==> src/rtl/assert_macros.svh <==
// Assertion macros for the slot table RTL.
`ifndef ASSERT_MACROS_SVH
`define ASSERT_MACROS_SVH

// Expression must hold on every rising clock edge outside reset.
`define GST_ASSERT_ALWAYS(label, clk, rst_n, expr, msg) \
    label: assert property (@(posedge clk) disable iff (!rst_n) (expr)) else $error(msg);

// Antecedent implies consequent in the same cycle.
`define GST_ASSERT_IMPLIES(label, clk, rst_n, ante, cons, msg) \
    label: assert property (@(posedge clk) disable iff (!rst_n) (ante) |-> (cons)) \
        else $error(msg);

`endif

==> src/rtl/gst_pkg.sv <==
// Shared types and constants for the growable slot table.
`default_nettype none

package gst_pkg;

    localparam int MAX_SLOTS_DEF  = 64;
    localparam int ID_BITS_DEF    = 16;
    localparam int INIT_CAP_RESET = 8;

    localparam logic [1:0] FN_PARK  = 2'd0;
    localparam logic [1:0] FN_LEAVE = 2'd1;
    localparam logic [1:0] FN_DUMP  = 2'd2;

    localparam logic [2:0] STAT_PARKED   = 3'd0;
    localparam logic [2:0] STAT_REMOVED  = 3'd1;
    localparam logic [2:0] STAT_NOTFOUND = 3'd2;
    localparam logic [2:0] STAT_FULL     = 3'd3;
    localparam logic [2:0] STAT_DUMP     = 3'd4;

    typedef enum logic [2:0] {
        ST_IDLE,
        ST_PARK,
        ST_LEAVE,
        ST_COMPACT,
        ST_DUMP,
        ST_DONE
    } t_state;

    typedef enum logic [1:0] {
        CELL_HOLD,
        CELL_SHIFT,
        CELL_SWAP,
        CELL_CLEAR
    } t_cell_op;

    typedef struct packed {
        t_cell_op op;
        logic     phase;
    } t_cell_cmd;

endpackage

`default_nettype wire

==> src/rtl/gst_cell.sv <==
// One slot cell of the ring: holds an id, shifts toward the head, swaps with a neighbor or clears.
`default_nettype none

module gst_cell #(
    parameter int ID_BITS = gst_pkg::ID_BITS_DEF
) (
    input  wire                   i_clk,
    input  wire                   i_rst_n,
    input  wire gst_pkg::t_cell_cmd i_cmd,
    input  wire                   i_pair_low,
    input  wire                   i_pair_high,
    input  wire  [ID_BITS-1:0]    i_left,
    input  wire  [ID_BITS-1:0]    i_right,
    output logic [ID_BITS-1:0]    o_val
);
    import gst_pkg::*;

    logic [ID_BITS-1:0] r_val;
    logic [ID_BITS-1:0] n_val;

    always_comb begin
        n_val = r_val;
        case (i_cmd.op)
            CELL_CLEAR: n_val = '0;
            CELL_SHIFT: n_val = i_right;
            CELL_SWAP: begin
                // empty slots sink toward the tail, ids keep their order
                if (i_pair_low && (r_val == '0) && (i_right != '0)) begin
                    n_val = i_right;
                end else if (i_pair_high && (i_left == '0) && (r_val != '0)) begin
                    n_val = '0;
                end
            end
            default: n_val = r_val;
        endcase
    end

    always_ff @(posedge i_clk) begin
        if (!i_rst_n) begin
            r_val <= '0;
        end else begin
            r_val <= n_val;
        end
    end

    assign o_val = r_val;

endmodule

`default_nettype wire

==> src/rtl/gst_ctrl.sv <==
// Head controller: request sequencing, capacity bookkeeping and the output register.
`default_nettype none
`include "assert_macros.svh"

module gst_ctrl #(
    parameter int  MAX_SLOTS = gst_pkg::MAX_SLOTS_DEF,
    parameter int  ID_BITS   = gst_pkg::ID_BITS_DEF,
    localparam int IDX_W     = $clog2(MAX_SLOTS),
    localparam int CNT_W     = $clog2(MAX_SLOTS + 1)
) (
    input  wire                   i_clk,
    input  wire                   i_rst_n,
    input  wire                   i_cfg_we,
    input  wire  [CNT_W-1:0]      i_cfg_data,
    input  wire                   i_in_valid,
    output logic                  o_in_ready,
    input  wire  [1:0]            i_func,
    input  wire  [ID_BITS-1:0]    i_id,
    output logic                  o_out_valid,
    input  wire                   i_out_ready,
    output logic [2:0]            o_status,
    output logic [IDX_W-1:0]      o_slot_index,
    output logic [ID_BITS-1:0]    o_slot_id,
    output logic [CNT_W-1:0]      o_capacity_now,
    output logic [CNT_W-1:0]      o_occupied_now,
    output logic                  o_last,
    input  wire  [ID_BITS-1:0]    i_head,
    output logic [ID_BITS-1:0]    o_feed,
    output gst_pkg::t_cell_cmd    o_cmd
);
    import gst_pkg::*;

    localparam int INIT_RST = (INIT_CAP_RESET > MAX_SLOTS) ? MAX_SLOTS : INIT_CAP_RESET;
    localparam logic [CNT_W-1:0] CAP_MAX = CNT_W'(MAX_SLOTS);

    t_state             r_state, n_state;
    logic [IDX_W-1:0]   r_pos, n_pos;
    logic               r_phase, n_phase;
    logic [ID_BITS-1:0] r_id, n_id;
    logic               r_found, n_found;
    logic [IDX_W-1:0]   r_hit, n_hit;
    logic               r_last_occ, n_last_occ;
    logic [CNT_W-1:0]   r_cap, n_cap;
    logic [CNT_W-1:0]   r_cnt, n_cnt;
    logic [CNT_W-1:0]   r_init, n_init;
    logic [CNT_W-1:0]   r_emit, n_emit;
    logic [2:0]         r_res_status, n_res_status;
    logic [IDX_W-1:0]   r_res_idx, n_res_idx;
    logic [ID_BITS-1:0] r_res_id, n_res_id;

    logic               r_out_valid, n_out_valid;
    logic [2:0]         r_out_status, n_out_status;
    logic [IDX_W-1:0]   r_out_idx, n_out_idx;
    logic [ID_BITS-1:0] r_out_id, n_out_id;
    logic [CNT_W-1:0]   r_out_cap, n_out_cap;
    logic [CNT_W-1:0]   r_out_occ, n_out_occ;
    logic               r_out_last, n_out_last;

    logic               out_free;
    logic               pos_end;
    logic [IDX_W-1:0]   pos_next;
    logic [CNT_W-1:0]   pos_w;
    logic [CNT_W:0]     cap_dbl;
    logic [CNT_W-1:0]   grow_cap;
    logic               head_occ;
    logic               at_last;
    logic               occ_last;
    logic               wr;
    logic               match;
    logic [CNT_W-1:0]   cnt_dec;
    logic [CNT_W+1:0]   cnt_x3;
    logic               shrink;
    logic [CNT_W-1:0]   cfg_clamped;
    logic               load_dump;

    always_comb begin
        out_free = !r_out_valid || i_out_ready;
        pos_end  = (r_pos == IDX_W'(MAX_SLOTS - 1));
        pos_next = pos_end ? '0 : r_pos + 1'b1;
        pos_w    = CNT_W'(r_pos);
        cap_dbl  = {r_cap, 1'b0};
        grow_cap = (cap_dbl > {1'b0, CAP_MAX}) ? CAP_MAX : cap_dbl[CNT_W-1:0];
        head_occ = (i_head != '0);
        at_last  = (pos_w == r_cap - CNT_W'(1));
        occ_last = at_last ? head_occ : r_last_occ;
        wr       = !r_found && !head_occ && (pos_w < grow_cap);
        match    = !r_found && (i_head == r_id);
        cnt_dec  = r_cnt - CNT_W'(1);
        cnt_x3   = {2'b00, cnt_dec} + {1'b0, cnt_dec, 1'b0};
        // count == capacity / 3, and the floor still allows halving
        shrink   = ({2'b00, r_cap} >= cnt_x3)
                && ({2'b00, r_cap} < cnt_x3 + (CNT_W+2)'(3))
                && (r_init <= (r_cap >> 1));
        if (i_cfg_data == '0) begin
            cfg_clamped = CNT_W'(1);
        end else if (i_cfg_data > CAP_MAX) begin
            cfg_clamped = CAP_MAX;
        end else begin
            cfg_clamped = i_cfg_data;
        end
    end

    always_comb begin
        n_state      = r_state;
        n_pos        = r_pos;
        n_phase      = r_phase;
        n_id         = r_id;
        n_found      = r_found;
        n_hit        = r_hit;
        n_last_occ   = r_last_occ;
        n_cap        = r_cap;
        n_cnt        = r_cnt;
        n_init       = r_init;
        n_emit       = r_emit;
        n_res_status = r_res_status;
        n_res_idx    = r_res_idx;
        n_res_id     = r_res_id;
        o_feed       = i_head;
        o_cmd.op     = CELL_HOLD;
        o_cmd.phase  = r_phase;
        o_in_ready   = (r_state == ST_IDLE);
        load_dump    = 1'b0;

        n_out_valid  = r_out_valid && !i_out_ready;
        n_out_status = r_out_status;
        n_out_idx    = r_out_idx;
        n_out_id     = r_out_id;
        n_out_cap    = r_out_cap;
        n_out_occ    = r_out_occ;
        n_out_last   = r_out_last;

        unique case (r_state)
            ST_IDLE: begin
                if (i_in_valid) begin
                    n_id       = i_id;
                    n_pos      = '0;
                    n_phase    = 1'b0;
                    n_found    = 1'b0;
                    n_last_occ = 1'b0;
                    n_emit     = '0;
                    n_res_status = STAT_NOTFOUND;
                    n_res_idx    = '0;
                    n_res_id     = '0;
                    n_state      = ST_DONE;
                    unique case (i_func)
                        FN_PARK: begin
                            if (i_id != '0) n_state = ST_PARK;
                        end
                        FN_LEAVE: begin
                            if (i_id != '0) n_state = ST_LEAVE;
                        end
                        FN_DUMP: begin
                            n_res_status = STAT_DUMP;
                            if (r_cnt != '0) n_state = ST_DUMP;
                        end
                        default: n_state = ST_DONE;
                    endcase
                end
            end
            ST_PARK: begin
                o_cmd.op = CELL_SHIFT;
                n_pos    = pos_next;
                if (at_last) n_last_occ = head_occ;
                if (wr) begin
                    o_feed  = r_id;
                    n_found = 1'b1;
                    n_hit   = r_pos;
                end
                if (pos_end) begin
                    if (occ_last && (r_cap < CAP_MAX)) n_cap = grow_cap;
                    n_res_id = r_id;
                    if (r_found || wr) begin
                        n_res_status = STAT_PARKED;
                        n_res_idx    = wr ? r_pos : r_hit;
                        n_cnt        = r_cnt + CNT_W'(1);
                    end else begin
                        n_res_status = STAT_FULL;
                        n_res_idx    = '0;
                    end
                    n_state = ST_DONE;
                end
            end
            ST_LEAVE: begin
                o_cmd.op = CELL_SHIFT;
                n_pos    = pos_next;
                if (match) begin
                    o_feed  = '0;
                    n_found = 1'b1;
                    n_hit   = r_pos;
                end
                if (pos_end) begin
                    n_res_id = r_id;
                    n_state  = ST_DONE;
                    if (r_found || match) begin
                        n_res_status = STAT_REMOVED;
                        n_res_idx    = match ? r_pos : r_hit;
                        n_cnt        = cnt_dec;
                        if (shrink) begin
                            n_pos   = '0;
                            n_phase = 1'b0;
                            n_state = ST_COMPACT;
                        end
                    end else begin
                        n_res_status = STAT_NOTFOUND;
                        n_res_idx    = '0;
                    end
                end
            end
            ST_COMPACT: begin
                o_cmd.op = CELL_SWAP;
                n_phase  = !r_phase;
                n_pos    = pos_next;
                if (pos_end) begin
                    n_cap   = r_cap >> 1;
                    n_state = ST_DONE;
                end
            end
            ST_DUMP: begin
                if (out_free) begin
                    o_cmd.op = CELL_SHIFT;
                    n_pos    = pos_next;
                    if (head_occ) begin
                        load_dump    = 1'b1;
                        n_emit       = r_emit + CNT_W'(1);
                        n_out_valid  = 1'b1;
                        n_out_status = STAT_DUMP;
                        n_out_idx    = r_pos;
                        n_out_id     = i_head;
                        n_out_cap    = r_cap;
                        n_out_occ    = r_cnt;
                        n_out_last   = (r_emit == cnt_dec);
                    end
                    if (pos_end) n_state = ST_IDLE;
                end
            end
            ST_DONE: begin
                if (out_free) begin
                    n_out_valid  = 1'b1;
                    n_out_status = r_res_status;
                    n_out_idx    = r_res_idx;
                    n_out_id     = r_res_id;
                    n_out_cap    = r_cap;
                    n_out_occ    = r_cnt;
                    n_out_last   = 1'b1;
                    n_state      = ST_IDLE;
                end
            end
            default: n_state = ST_IDLE;
        endcase

        if (i_cfg_we) begin
            n_init   = cfg_clamped;
            n_cap    = cfg_clamped;
            n_cnt    = '0;
            o_cmd.op = CELL_CLEAR;
        end
    end

    always_ff @(posedge i_clk) begin
        if (!i_rst_n) begin
            r_state     <= ST_IDLE;
            r_pos       <= '0;
            r_phase     <= 1'b0;
            r_cap       <= CNT_W'(INIT_RST);
            r_init      <= CNT_W'(INIT_RST);
            r_cnt       <= '0;
            r_out_valid <= 1'b0;
        end else begin
            r_state     <= n_state;
            r_pos       <= n_pos;
            r_phase     <= n_phase;
            r_cap       <= n_cap;
            r_init      <= n_init;
            r_cnt       <= n_cnt;
            r_out_valid <= n_out_valid;
        end
    end

    always_ff @(posedge i_clk) begin
        r_id         <= n_id;
        r_found      <= n_found;
        r_hit        <= n_hit;
        r_last_occ   <= n_last_occ;
        r_emit       <= n_emit;
        r_res_status <= n_res_status;
        r_res_idx    <= n_res_idx;
        r_res_id     <= n_res_id;
        r_out_status <= n_out_status;
        r_out_idx    <= n_out_idx;
        r_out_id     <= n_out_id;
        r_out_cap    <= n_out_cap;
        r_out_occ    <= n_out_occ;
        r_out_last   <= n_out_last;
    end

    assign o_out_valid    = r_out_valid;
    assign o_status       = r_out_status;
    assign o_slot_index   = r_out_idx;
    assign o_slot_id      = r_out_id;
    assign o_capacity_now = r_out_cap;
    assign o_occupied_now = r_out_occ;
    assign o_last         = r_out_last;

    `GST_ASSERT_ALWAYS(a_cnt_le_cap, i_clk, i_rst_n, r_cnt <= r_cap, "count above capacity")
    `GST_ASSERT_ALWAYS(a_cap_ge_init, i_clk, i_rst_n, r_cap >= r_init, "capacity below floor")
    `GST_ASSERT_IMPLIES(a_dump_emit, i_clk, i_rst_n, load_dump, r_emit < r_cnt, "dump overrun")

endmodule

`default_nettype wire

==> src/rtl/growable_slot_table_unit.sv <==
// Top level of the growable slot table: ring of slot cells and the head controller.
// Park and leave: the ring rotates past all MAX_SLOTS cells, then the result is loaded;
// a leave that halves the capacity adds an odd-even compaction pass over the ring.
// Dump: one rotation of the ring, paused whenever the output register is held full.
// Zero id, unused code or empty dump: the result is loaded directly. Result waits for a free output register.
// One request in flight, next accepted after the last result loads; sync active-low reset.
`default_nettype none

module growable_slot_table_unit #(
    parameter int  MAX_SLOTS = gst_pkg::MAX_SLOTS_DEF,
    parameter int  ID_BITS   = gst_pkg::ID_BITS_DEF,
    localparam int IDX_W     = $clog2(MAX_SLOTS),
    localparam int CNT_W     = $clog2(MAX_SLOTS + 1),
    localparam int IN_TD_W   = ((ID_BITS + 7) / 8) * 8,
    localparam int OUT_W     = IDX_W + ID_BITS + 2 * CNT_W,
    localparam int OUT_TD_W  = ((OUT_W + 7) / 8) * 8
) (
    input  wire                   i_clk,
    input  wire                   i_rst_n,
    input  wire                   i_cfg_we,
    input  wire  [CNT_W-1:0]      i_cfg_data,
    input  wire                   s_axis_tvalid,
    output logic                  s_axis_tready,
    input  wire  [IN_TD_W-1:0]    s_axis_tdata,   // item_id
    input  wire  [1:0]            s_axis_tuser,   // func
    output logic                  m_axis_tvalid,
    input  wire                   m_axis_tready,
    output logic [OUT_TD_W-1:0]   m_axis_tdata,   // slot_index, slot_id, capacity_now, occupied_now
    output logic [2:0]            m_axis_tuser,   // status
    output logic                  m_axis_tlast
);
    import gst_pkg::*;

    t_cell_cmd          w_cmd;
    logic [ID_BITS-1:0] w_val [MAX_SLOTS];
    logic [ID_BITS-1:0] w_feed;
    logic [IDX_W-1:0]   w_slot_index;
    logic [ID_BITS-1:0] w_slot_id;
    logic [CNT_W-1:0]   w_cap_now;
    logic [CNT_W-1:0]   w_occ_now;

    gst_ctrl #(
        .MAX_SLOTS (MAX_SLOTS),
        .ID_BITS   (ID_BITS)
    ) u_ctrl (
        .i_clk          (i_clk),
        .i_rst_n        (i_rst_n),
        .i_cfg_we       (i_cfg_we),
        .i_cfg_data     (i_cfg_data),
        .i_in_valid     (s_axis_tvalid),
        .o_in_ready     (s_axis_tready),
        .i_func         (s_axis_tuser),
        .i_id           (s_axis_tdata[ID_BITS-1:0]),
        .o_out_valid    (m_axis_tvalid),
        .i_out_ready    (m_axis_tready),
        .o_status       (m_axis_tuser),
        .o_slot_index   (w_slot_index),
        .o_slot_id      (w_slot_id),
        .o_capacity_now (w_cap_now),
        .o_occupied_now (w_occ_now),
        .o_last         (m_axis_tlast),
        .i_head         (w_val[0]),
        .o_feed         (w_feed),
        .o_cmd          (w_cmd)
    );

    for (genvar g = 0; g < MAX_SLOTS; g++) begin : g_cell
        logic [ID_BITS-1:0] w_left;
        logic [ID_BITS-1:0] w_right;
        logic               w_low;
        logic               w_high;

        if (g == 0) begin : g_head
            assign w_left = '0;
            assign w_high = 1'b0;
        end else begin : g_mid_l
            assign w_left = w_val[g-1];
            assign w_high = (w_cmd.phase == 1'((g - 1) % 2));
        end

        if (g == MAX_SLOTS - 1) begin : g_tail
            assign w_right = w_feed;
            assign w_low   = 1'b0;
        end else begin : g_mid_r
            assign w_right = w_val[g+1];
            assign w_low   = (w_cmd.phase == 1'(g % 2));
        end

        gst_cell #(
            .ID_BITS (ID_BITS)
        ) u_cell (
            .i_clk       (i_clk),
            .i_rst_n     (i_rst_n),
            .i_cmd       (w_cmd),
            .i_pair_low  (w_low),
            .i_pair_high (w_high),
            .i_left      (w_left),
            .i_right     (w_right),
            .o_val       (w_val[g])
        );
    end

    assign m_axis_tdata = OUT_TD_W'({w_occ_now, w_cap_now, w_slot_id, w_slot_index});

endmodule

`default_nettype wire

==> config.mk <==
export PLATFORM = sky130hd
export DESIGN_NAME = growable_slot_table_unit
export DESIGN_NICKNAME = d
export VERILOG_FILES = /design/src/rtl/gst_pkg.sv /design/src/rtl/gst_cell.sv /design/src/rtl/gst_ctrl.sv /design/src/rtl/growable_slot_table_unit.sv
export VERILOG_INCLUDE_DIRS = /design/src /design/src/rtl
export SDC_FILE = /design/constraint.sdc
export NUM_CORES = 2
export LEC_CHECK = 0
export BUFFER_PORTS_ARGS = -buffer_cell sky130_fd_sc_hd__buf_2
export CORE_UTILIZATION = 25
export CTS_BUF_LIST = sky130_fd_sc_hd__clkbuf_8 sky130_fd_sc_hd__clkbuf_16
export CTS_CLUSTER_SIZE = 16
export DETAILED_ROUTE_END_ITERATION = 12
export GPL_TIMING_DRIVEN = 0
export PLACE_DENSITY = 0.37
export SYNTH_ARGS = -nofsm -noshare
export SYNTH_HDL_FRONTEND = slang
export SYNTH_SLANG_ARGS = --single-unit
==> constraint.sdc <==
create_clock -name i_clk -period 6.1 [get_ports i_clk]
set_input_delay 1.22 -clock i_clk [delete_from_list [all_inputs] [get_ports i_clk]]
set_output_delay 1.22 -clock i_clk [all_outputs]
set_load 0.02 [all_outputs]
After elaboration in Yosys (flattened, before gate mapping)
Index checks and enable logic that the tools add are counted.
{"block": "word_totals", "register_bits": 1152, "latchBits": 0, "mem_bits_rw": 0, "rom_bits": 0, "inputBits": 30, "output_inout_bits": 46, "wordCells": 847, "memories": 0}
{"block": "classes", "add_sub_neg": 7, "mul": 0, "div": 0, "n_lt_le_gt_ge": 7, "eq_ne": 95, "n_shift": 0, "muxes": 289, "bitwise": 2, "n_reduce_logical": 362}
{"op": "$pmux 16 s3", "n": 64}
{"op": "$mux 16", "n": 133}
{"op": "$reduce_bool 16->1", "n": 65}
{"op": "$logic_not 16->1", "n": 63}
{"op": "$ne 3x1->1 const B", "n": 62}
{"op": "$mux 7", "n": 20}
{"op": "$logic_and 1x1->1", "n": 133}
{"op": "$reduce_and 2->1", "n": 66}
{"op": "$pmux 16 s2", "n": 3}
{"op": "$mux 6", "n": 15}
{"op": "$pmux 7 s2", "n": 5}
{"op": "$mux 3", "n": 17}
{"op": "$ne 2x1->1 const B", "n": 15}
{"op": "$pmux 6 s2", "n": 2}
{"op": "$pmux 6 s4", "n": 1}
{"op": "$reduce_and 4->1", "n": 5}
{"op": "$pmux 3 s3", "n": 2}
{"op": "$pmux 6 s3", "n": 1}
{"op": "$eq 16x16->1", "n": 1}
{"op": "$mux 1", "n": 15}
{"op": "$pmux 3 s5", "n": 1}
{"op": "$add 7x1->7 const B", "n": 2}
{"op": "$sub 7x1->7 const B", "n": 2}
{"op": "$reduce_bool 3->1", "n": 4}
{"op": "other kinds (38)", "n": 65}

Longest topological paths before layout
{"block": "depth", "depth_word": 10, "depth_mapped": 19, "depth_no_buf": 18}

Cells and area by module
Synthesis repeated with hierarchy kept, for this count alone.
{"block": "hier_totals", "hier_cells": 4869, "area_unflattened_um2": 54549.8}
{"mod": "gst_cell", "n_inst": 64, "cells_per_inst": 65, "area_each_um2": 732.0}
{"mod": "gst_ctrl", "n_inst": 1, "cells_per_inst": 703, "area_each_um2": 7667.4}
{"mod": "growable_slot_table_unit", "n_inst": 1, "cells_per_inst": 6, "area_each_um2": 37.5}

Least setup slack after synthesis
No wires, ideal clock.
{"block": "synth_timing", "path_type": "input to register", "start": "input m_axis_tready", "end": "register g_cell[10].u_cell.r_val[10]", "setup_ns": 0.065, "t_arrival_ns": 4.179, "t_required_ns": 6.035, "path_slack_ns": 1.856, "cell_stages": 15, "cell_sequence": "nand2b_1 > a21oi_1 > nor2_1 > or3_1 > inv_1 > ha_1 > clkbuf_1 > clkinv_1 > nor2_1 > clkbuf_1 > a21oi_1 > nor3_1 > clkbuf_1 > a22oi_1 > nor2_1"}
{"block": "synth_via", "elab_chain_len": 7}
{"element": "from (decl)", "line_no": "growable_slot_table_unit.sv:27", "rtl": "input wire m_axis_tready,"}
{"element": "$logic_or 1x1->1 (*)", "line_no": "gst_ctrl.sv:77", "rtl": "out_free = !r_out_valid || i_out_ready;"}
{"element": "$mux 1 (*)", "line_no": "gst_ctrl.sv:219", "rtl": "if (out_free) begin"}
{"element": "$pmux 2 s3 (*)", "line_no": "gst_ctrl.sv:132", "rtl": "unique case (r_state)"}
{"element": "$mux 2 (*)", "line_no": "gst_ctrl.sv:251", "rtl": "if (i_cfg_we) begin"}
{"element": "$eq 2x2->1 / $eq 2x1->1 (equally long branches)", "line_no": "gst_cell.sv:23", "rtl": "case (i_cmd.op)"}
{"element": "$ne 3x1->1 (no source line) / $reduce_bool 3->1 (equally long branches)"}
{"element": "$reduce_and 2->1 (no source line)"}
{"element": "to (signal assigned)", "line_no": "gst_cell.sv:42", "rtl": "r_val <= n_val;"}
{"element": "to (decl)", "line_no": "gst_cell.sv:18", "rtl": "logic [ID_BITS-1:0] r_val;"}
Mark *: on every way between the ends. The rest lies on a longest branch, timed or not.
A chain may end at the register's enable or synchronous reset.

Worst setup path in the final report
{"block": "layout_timing", "start": "register u_ctrl.r_state[1]", "end": "register g_cell[55].u_cell.r_val[14]"}
{"block": "layout_via", "elab_chain_len": 7}
{"element": "from (decl)", "line_no": "gst_ctrl.sv:36", "rtl": "t_state r_state, n_state;"}
{"element": "from (signal assigned)", "line_no": "gst_ctrl.sv:269", "rtl": "r_state <= n_state;"}
{"element": "$eq 3x1->1 / $eq 3x2->1 (equally long branches)", "line_no": "gst_ctrl.sv:132"}
{"element": "$reduce_or 2->1 (no source line)"}
{"element": "$pmux 2 s3 (*)", "line_no": "gst_ctrl.sv:132"}
{"element": "$mux 2 (*)", "line_no": "gst_ctrl.sv:251"}
{"element": "$eq 2x2->1 / $eq 2x1->1 (equally long branches)", "line_no": "gst_cell.sv:23"}
{"element": "$ne 3x1->1 (no source line) / $reduce_bool 3->1 (equally long branches)"}
{"element": "$reduce_and 2->1 (no source line)"}
{"element": "to (signal assigned)", "line_no": "gst_cell.sv:42"}
{"element": "to (decl)", "line_no": "gst_cell.sv:18"}
Marked as above.

==> metrics.md <==
| Metric | Value |
|---|---|
| Total gr overflow | `0` |
| Syn Std Cell Area | `0.0442 mm^2` |
| Initial antenna violation count | `9` |
| Core Region | `0.176 mm^2` |
| Die Footprint | `0.179 mm^2` |
| Row count | `154` |
| Crit. Startpoint | `u_ctrl.r_state[1]` |
| Post-layout util | `29.5%` |
| Switching share of power | `between 30% and 40%` |
| Skew-Pair Late Insertion Delay | `a little under 0.8 ns` |
| Final GP Congestion | `0.830` |
| First-pass GRT wire length | `252,000 um` |
| Pins over their slew limit | `11` |
| Worst vdd ir | `0.190 mV` |
| Unrepaired setup endpoints after global routing | `false` |
| Clock-pin transition on the worst setup and hold timing paths | `0.05 ns` |
| Chip width | `423 um` |
| Dpl hpwl | `roughly 120,000 um` |
| Final worst-path setup slack | `approximately 0.30 ns` |
| Average via count per standard cell | `5.10` |
| Clk root buf | `clkbuf_16` |
| Routed Antenna Nets | `0` |
| Routed len/inst | `between 20 and 25 um` |
| Clock buffer depth | `3` |
| Synth Flop Type | `dfxtp_1` |
| I/O Buffers | `71` |
| Worst Skew | `0.0354 ns` |
| FF+latch count, synth | `between 1,000 and 1,500` |
| Peak Freq | `approximately 170 MHz` |
| Outcome | `finished with violations` |
| Crit path time final | `5.80 ns` |
| IO Pins | `76` |
| TritonCTS Buffers | `about 140` |
| WP data arrival | `roughly 6.5 ns` |
| CTS tree | `done` |
| Seq pwr share | `41.8%` |
| Internal power | `~13 mW` |
| Total track usage | `18.6%` |
| Worst Path Max Fanout | `10` |
| Max-slew headroom | `-0.841%` |
| Gate power share | `17.0%` |
| Routed wire length | `approximately 170,000 um` |
| TritonCTS Sinks | `1,152` |
| Clk network pwr share | `41.2%` |
| Violated checks | `capacitance limit, slew limit` |
| Filler-free cell count of the finished design | `7,394` |
| DIE HEIGHT | `423 um` |
| Final setup fails | `0` |
| Pre-CTS setup slack | `-1.48 ns` |
| Synth unique cells | `70` |
| Initial Util | `25.1%` |
| DRT Pass-1 Iters | `6` |
| Crit. End Element | `flop` |
| Worst-Margin Slew | `roughly 1.5 ns` |
| Number of synthesized flops with an enable pin | `96` |
| Worst setup SP type | `flop` |
| Filler Cell Count | `18,682` |
| Ys Warns | `0` |
| Iter 0 DRT Violations | `approximately 2,800` |
| Synth async-reset ratio | `0%` |
| Setup Crit Path Kind | `flop to flop` |
| Min-Delay Path Class | `flop to flop` |
| Vias in the first global route | `36,926` |
| Largest net degree at the start of global routing | `26` |
| Crit path required time | `6.78 ns` |
| Area Overhead vs Synth | `17.4%` |
| Crit Reg-Reg Startpoint | `u_ctrl.r_state[1]` |
| NetSw | `6.17 mW` |
| Share of the clock period used by the worst path | `between 90 and 100%` |
| Leakage | `17.7 nW` |
| Hold_ws | `between 0.4 and 0.5 ns` |
| Final Hold Viols | `0` |
| Drt drc | `0` |
| Nets | `5,019` |
| MaxCap Viol Count | `1` |
| Placed Cells | `~7,200` |
| CTS HTree Levels | `4` |
| Hold_sp | `u_ctrl.r_cnt[3]` |
| Area occupied by multi-input gates | `0.0189 mm^2` |
| PwrDens | `about 370 mW/mm^2` |
| Sequential area share after synthesis | `54.3%` |
| TNS Setup | `0 ns` |
| Fraction of layout cells with a size suffix above 1 | `6.10%` |
| Vias | `37,723` |
| Mapped Cells | `4,733` |
| Register area | `0.0240 mm^2` |
| Syn avg cell area | `9.34 um^2` |
-- critical path, stage by stage, from the launching register on --
cell and delay, ns:
dfxtp_1 0.38, buf_1 0.38, nor2b_1 0.38, a21oi_1 0.31, inv_1 0.25, ha_1 0.17
clkbuf_1 0.39, clkdlybuf4s15_1 0.87, clkdlybuf4s15_1 1.00, a21oi_1 0.14, nor3_1 0.69, clkbuf_1 0.46
a22oi_1 0.12, nor2_1 0.12
-- cells in the mapped netlist (16+ instances only) --
| library cell | count | area, um^2 |
|---|---|---|
| nor2_1 | 1066 | 4000 |
| dfxtp_1 | 1056 | 21100 |
| a22oi_1 | 994 | 7460 |
| clkbuf_1 | 306 | 1150 |
| nor4_1 | 262 | 1640 |
| nand2_1 | 149 | 559 |
| a21oi_1 | 105 | 526 |
| edfxtp_1 | 96 | 2880 |
| nor3_1 | 91 | 455 |
| o21ai_1 | 56 | 280 |
| xnor2_1 | 48 | 420 |
| ha_1 | 38 | 475 |
| nand4_1 | 38 | 238 |
| and2_1 | 36 | 225 |
| and4_1 | 33 | 289 |
| inv_1 | 31 | 116 |
| nand3_1 | 31 | 155 |
| and3_1 | 27 | 169 |
| o21ai_0 | 25 | 125 |
| a31oi_1 | 22 | 138 |
| o31ai_1 | 19 | 143 |
| nand3b_1 | 18 | 135 |
| a221o_1 | 16 | 160 |
| nand2b_1 | 16 | 100 |
-- what timing repair did --
item / CTS / global route
resized for setup: 2 / 4
endpoints found under the setup margin: 260 / 78
gates cloned: 0 / 0
endpoints found under the hold margin: 0 / 0
pin swaps: 0 / 1
setup buffers: 0 / 2
hold buffers: 0 / 0
-- stage by stage --
stage	power, mW	instance area [um^2]
floorplan	9.98	44200
global placement	11.3	47500
detailed placement	11.3	47600
CTS	19.2	51800
global route	19.8	51900
finish	19.0	51900
-- registers in the layout (all words and copies together), names as in the netlist, 3 cells and up --
name	flops
u_ctrl.o_occupied_now	7
u_ctrl.r_res_id	16
u_ctrl.r_init	7
u_ctrl.r_pos	6
u_ctrl.r_state	3
u_ctrl.r_res_idx	6
u_ctrl.r_hit	6
u_ctrl.o_capacity_now	7
u_ctrl.r_cnt	7
u_ctrl.o_slot_id	16
u_ctrl.r_id	16
g_cell.u_cell.o_val	1024
u_ctrl.r_emit	7
u_ctrl.o_slot_index	6
u_ctrl.r_res_status	3
u_ctrl.r_cap	7
u_ctrl.o_status	3
-- kinds of logic after synthesis --
logic type	count (synthesis)	share of synthesized area [%]
buffers and inverters	357	3.11
DFF	1152	54.3
muxes	15	0.359
adders and majority gates	39	1.12
AOI/OAI and AO/OA	1301	21.2
other	1	0.00848
and+or+nand+nor	1805	18.6
xor gates and xnor gates	63	1.25
-- metal layers --
metal	wire, um	GRT usage (%)	vias up
li1	-	-	18117
met1	79300	25.2	18523
met2	78200	30.2	869
met3	7940	3.26	214
met4	4110	4.92	0
met5	0	0	-
-- power groups by stage --
stage | Clock [mW] | Combinational [mW] | Sequential, mW
after detailed placement | 0 | 3.22 | 8.11
after floorplan | 0 | 1.88 | 8.11
after CTS | 8.06 | 3.22 | 7.95
after global placement | 0 | 3.21 | 8.12
after global routing | 8.37 | 3.50 | 7.97
final | 7.83 | 3.23 | 7.95
-- path summary, 6_finish.rpt --
kind                                 endpoint  slack, ns  cells after the start
hold reg to reg      u_ctrl.o_occupied_now[3]       0.43                      0
hold / removal       u_ctrl.o_occupied_now[3]       0.43                      0
setup reg to reg  g_cell[55].u_cell.o_val[14]       0.30                     13
setup / recovery  g_cell[55].u_cell.o_val[14]       0.30                     13
-- cell type report --
cell class                 count  area share (%)
sequential                  1152            46.3
multi-input combinational   3227            36.3
clock buffer                 156            7.15
tap                         2340            5.64
buffer                       322            2.44
clock inverter                86            1.01
timing repair buffer          77           0.887
inverter                      33           0.239
antenna                        1         0.00482
-- layout by cell type (no fill, tap or decap), drive strengths merged, types with 92 or more instances in the layout --
| cell | count |
|---|---|
| a22oi | 995 |
| clkbuf | 458 |
| inv | 94 |
| dfxtp | 1056 |
| buf | 95 |
| nand2 | 149 |
| nor4 | 262 |
| nor2 | 1067 |
| edfxtp | 96 |
| a21oi | 106 |
| nor3 | 92 |
(Power assumes the default switching activity.)
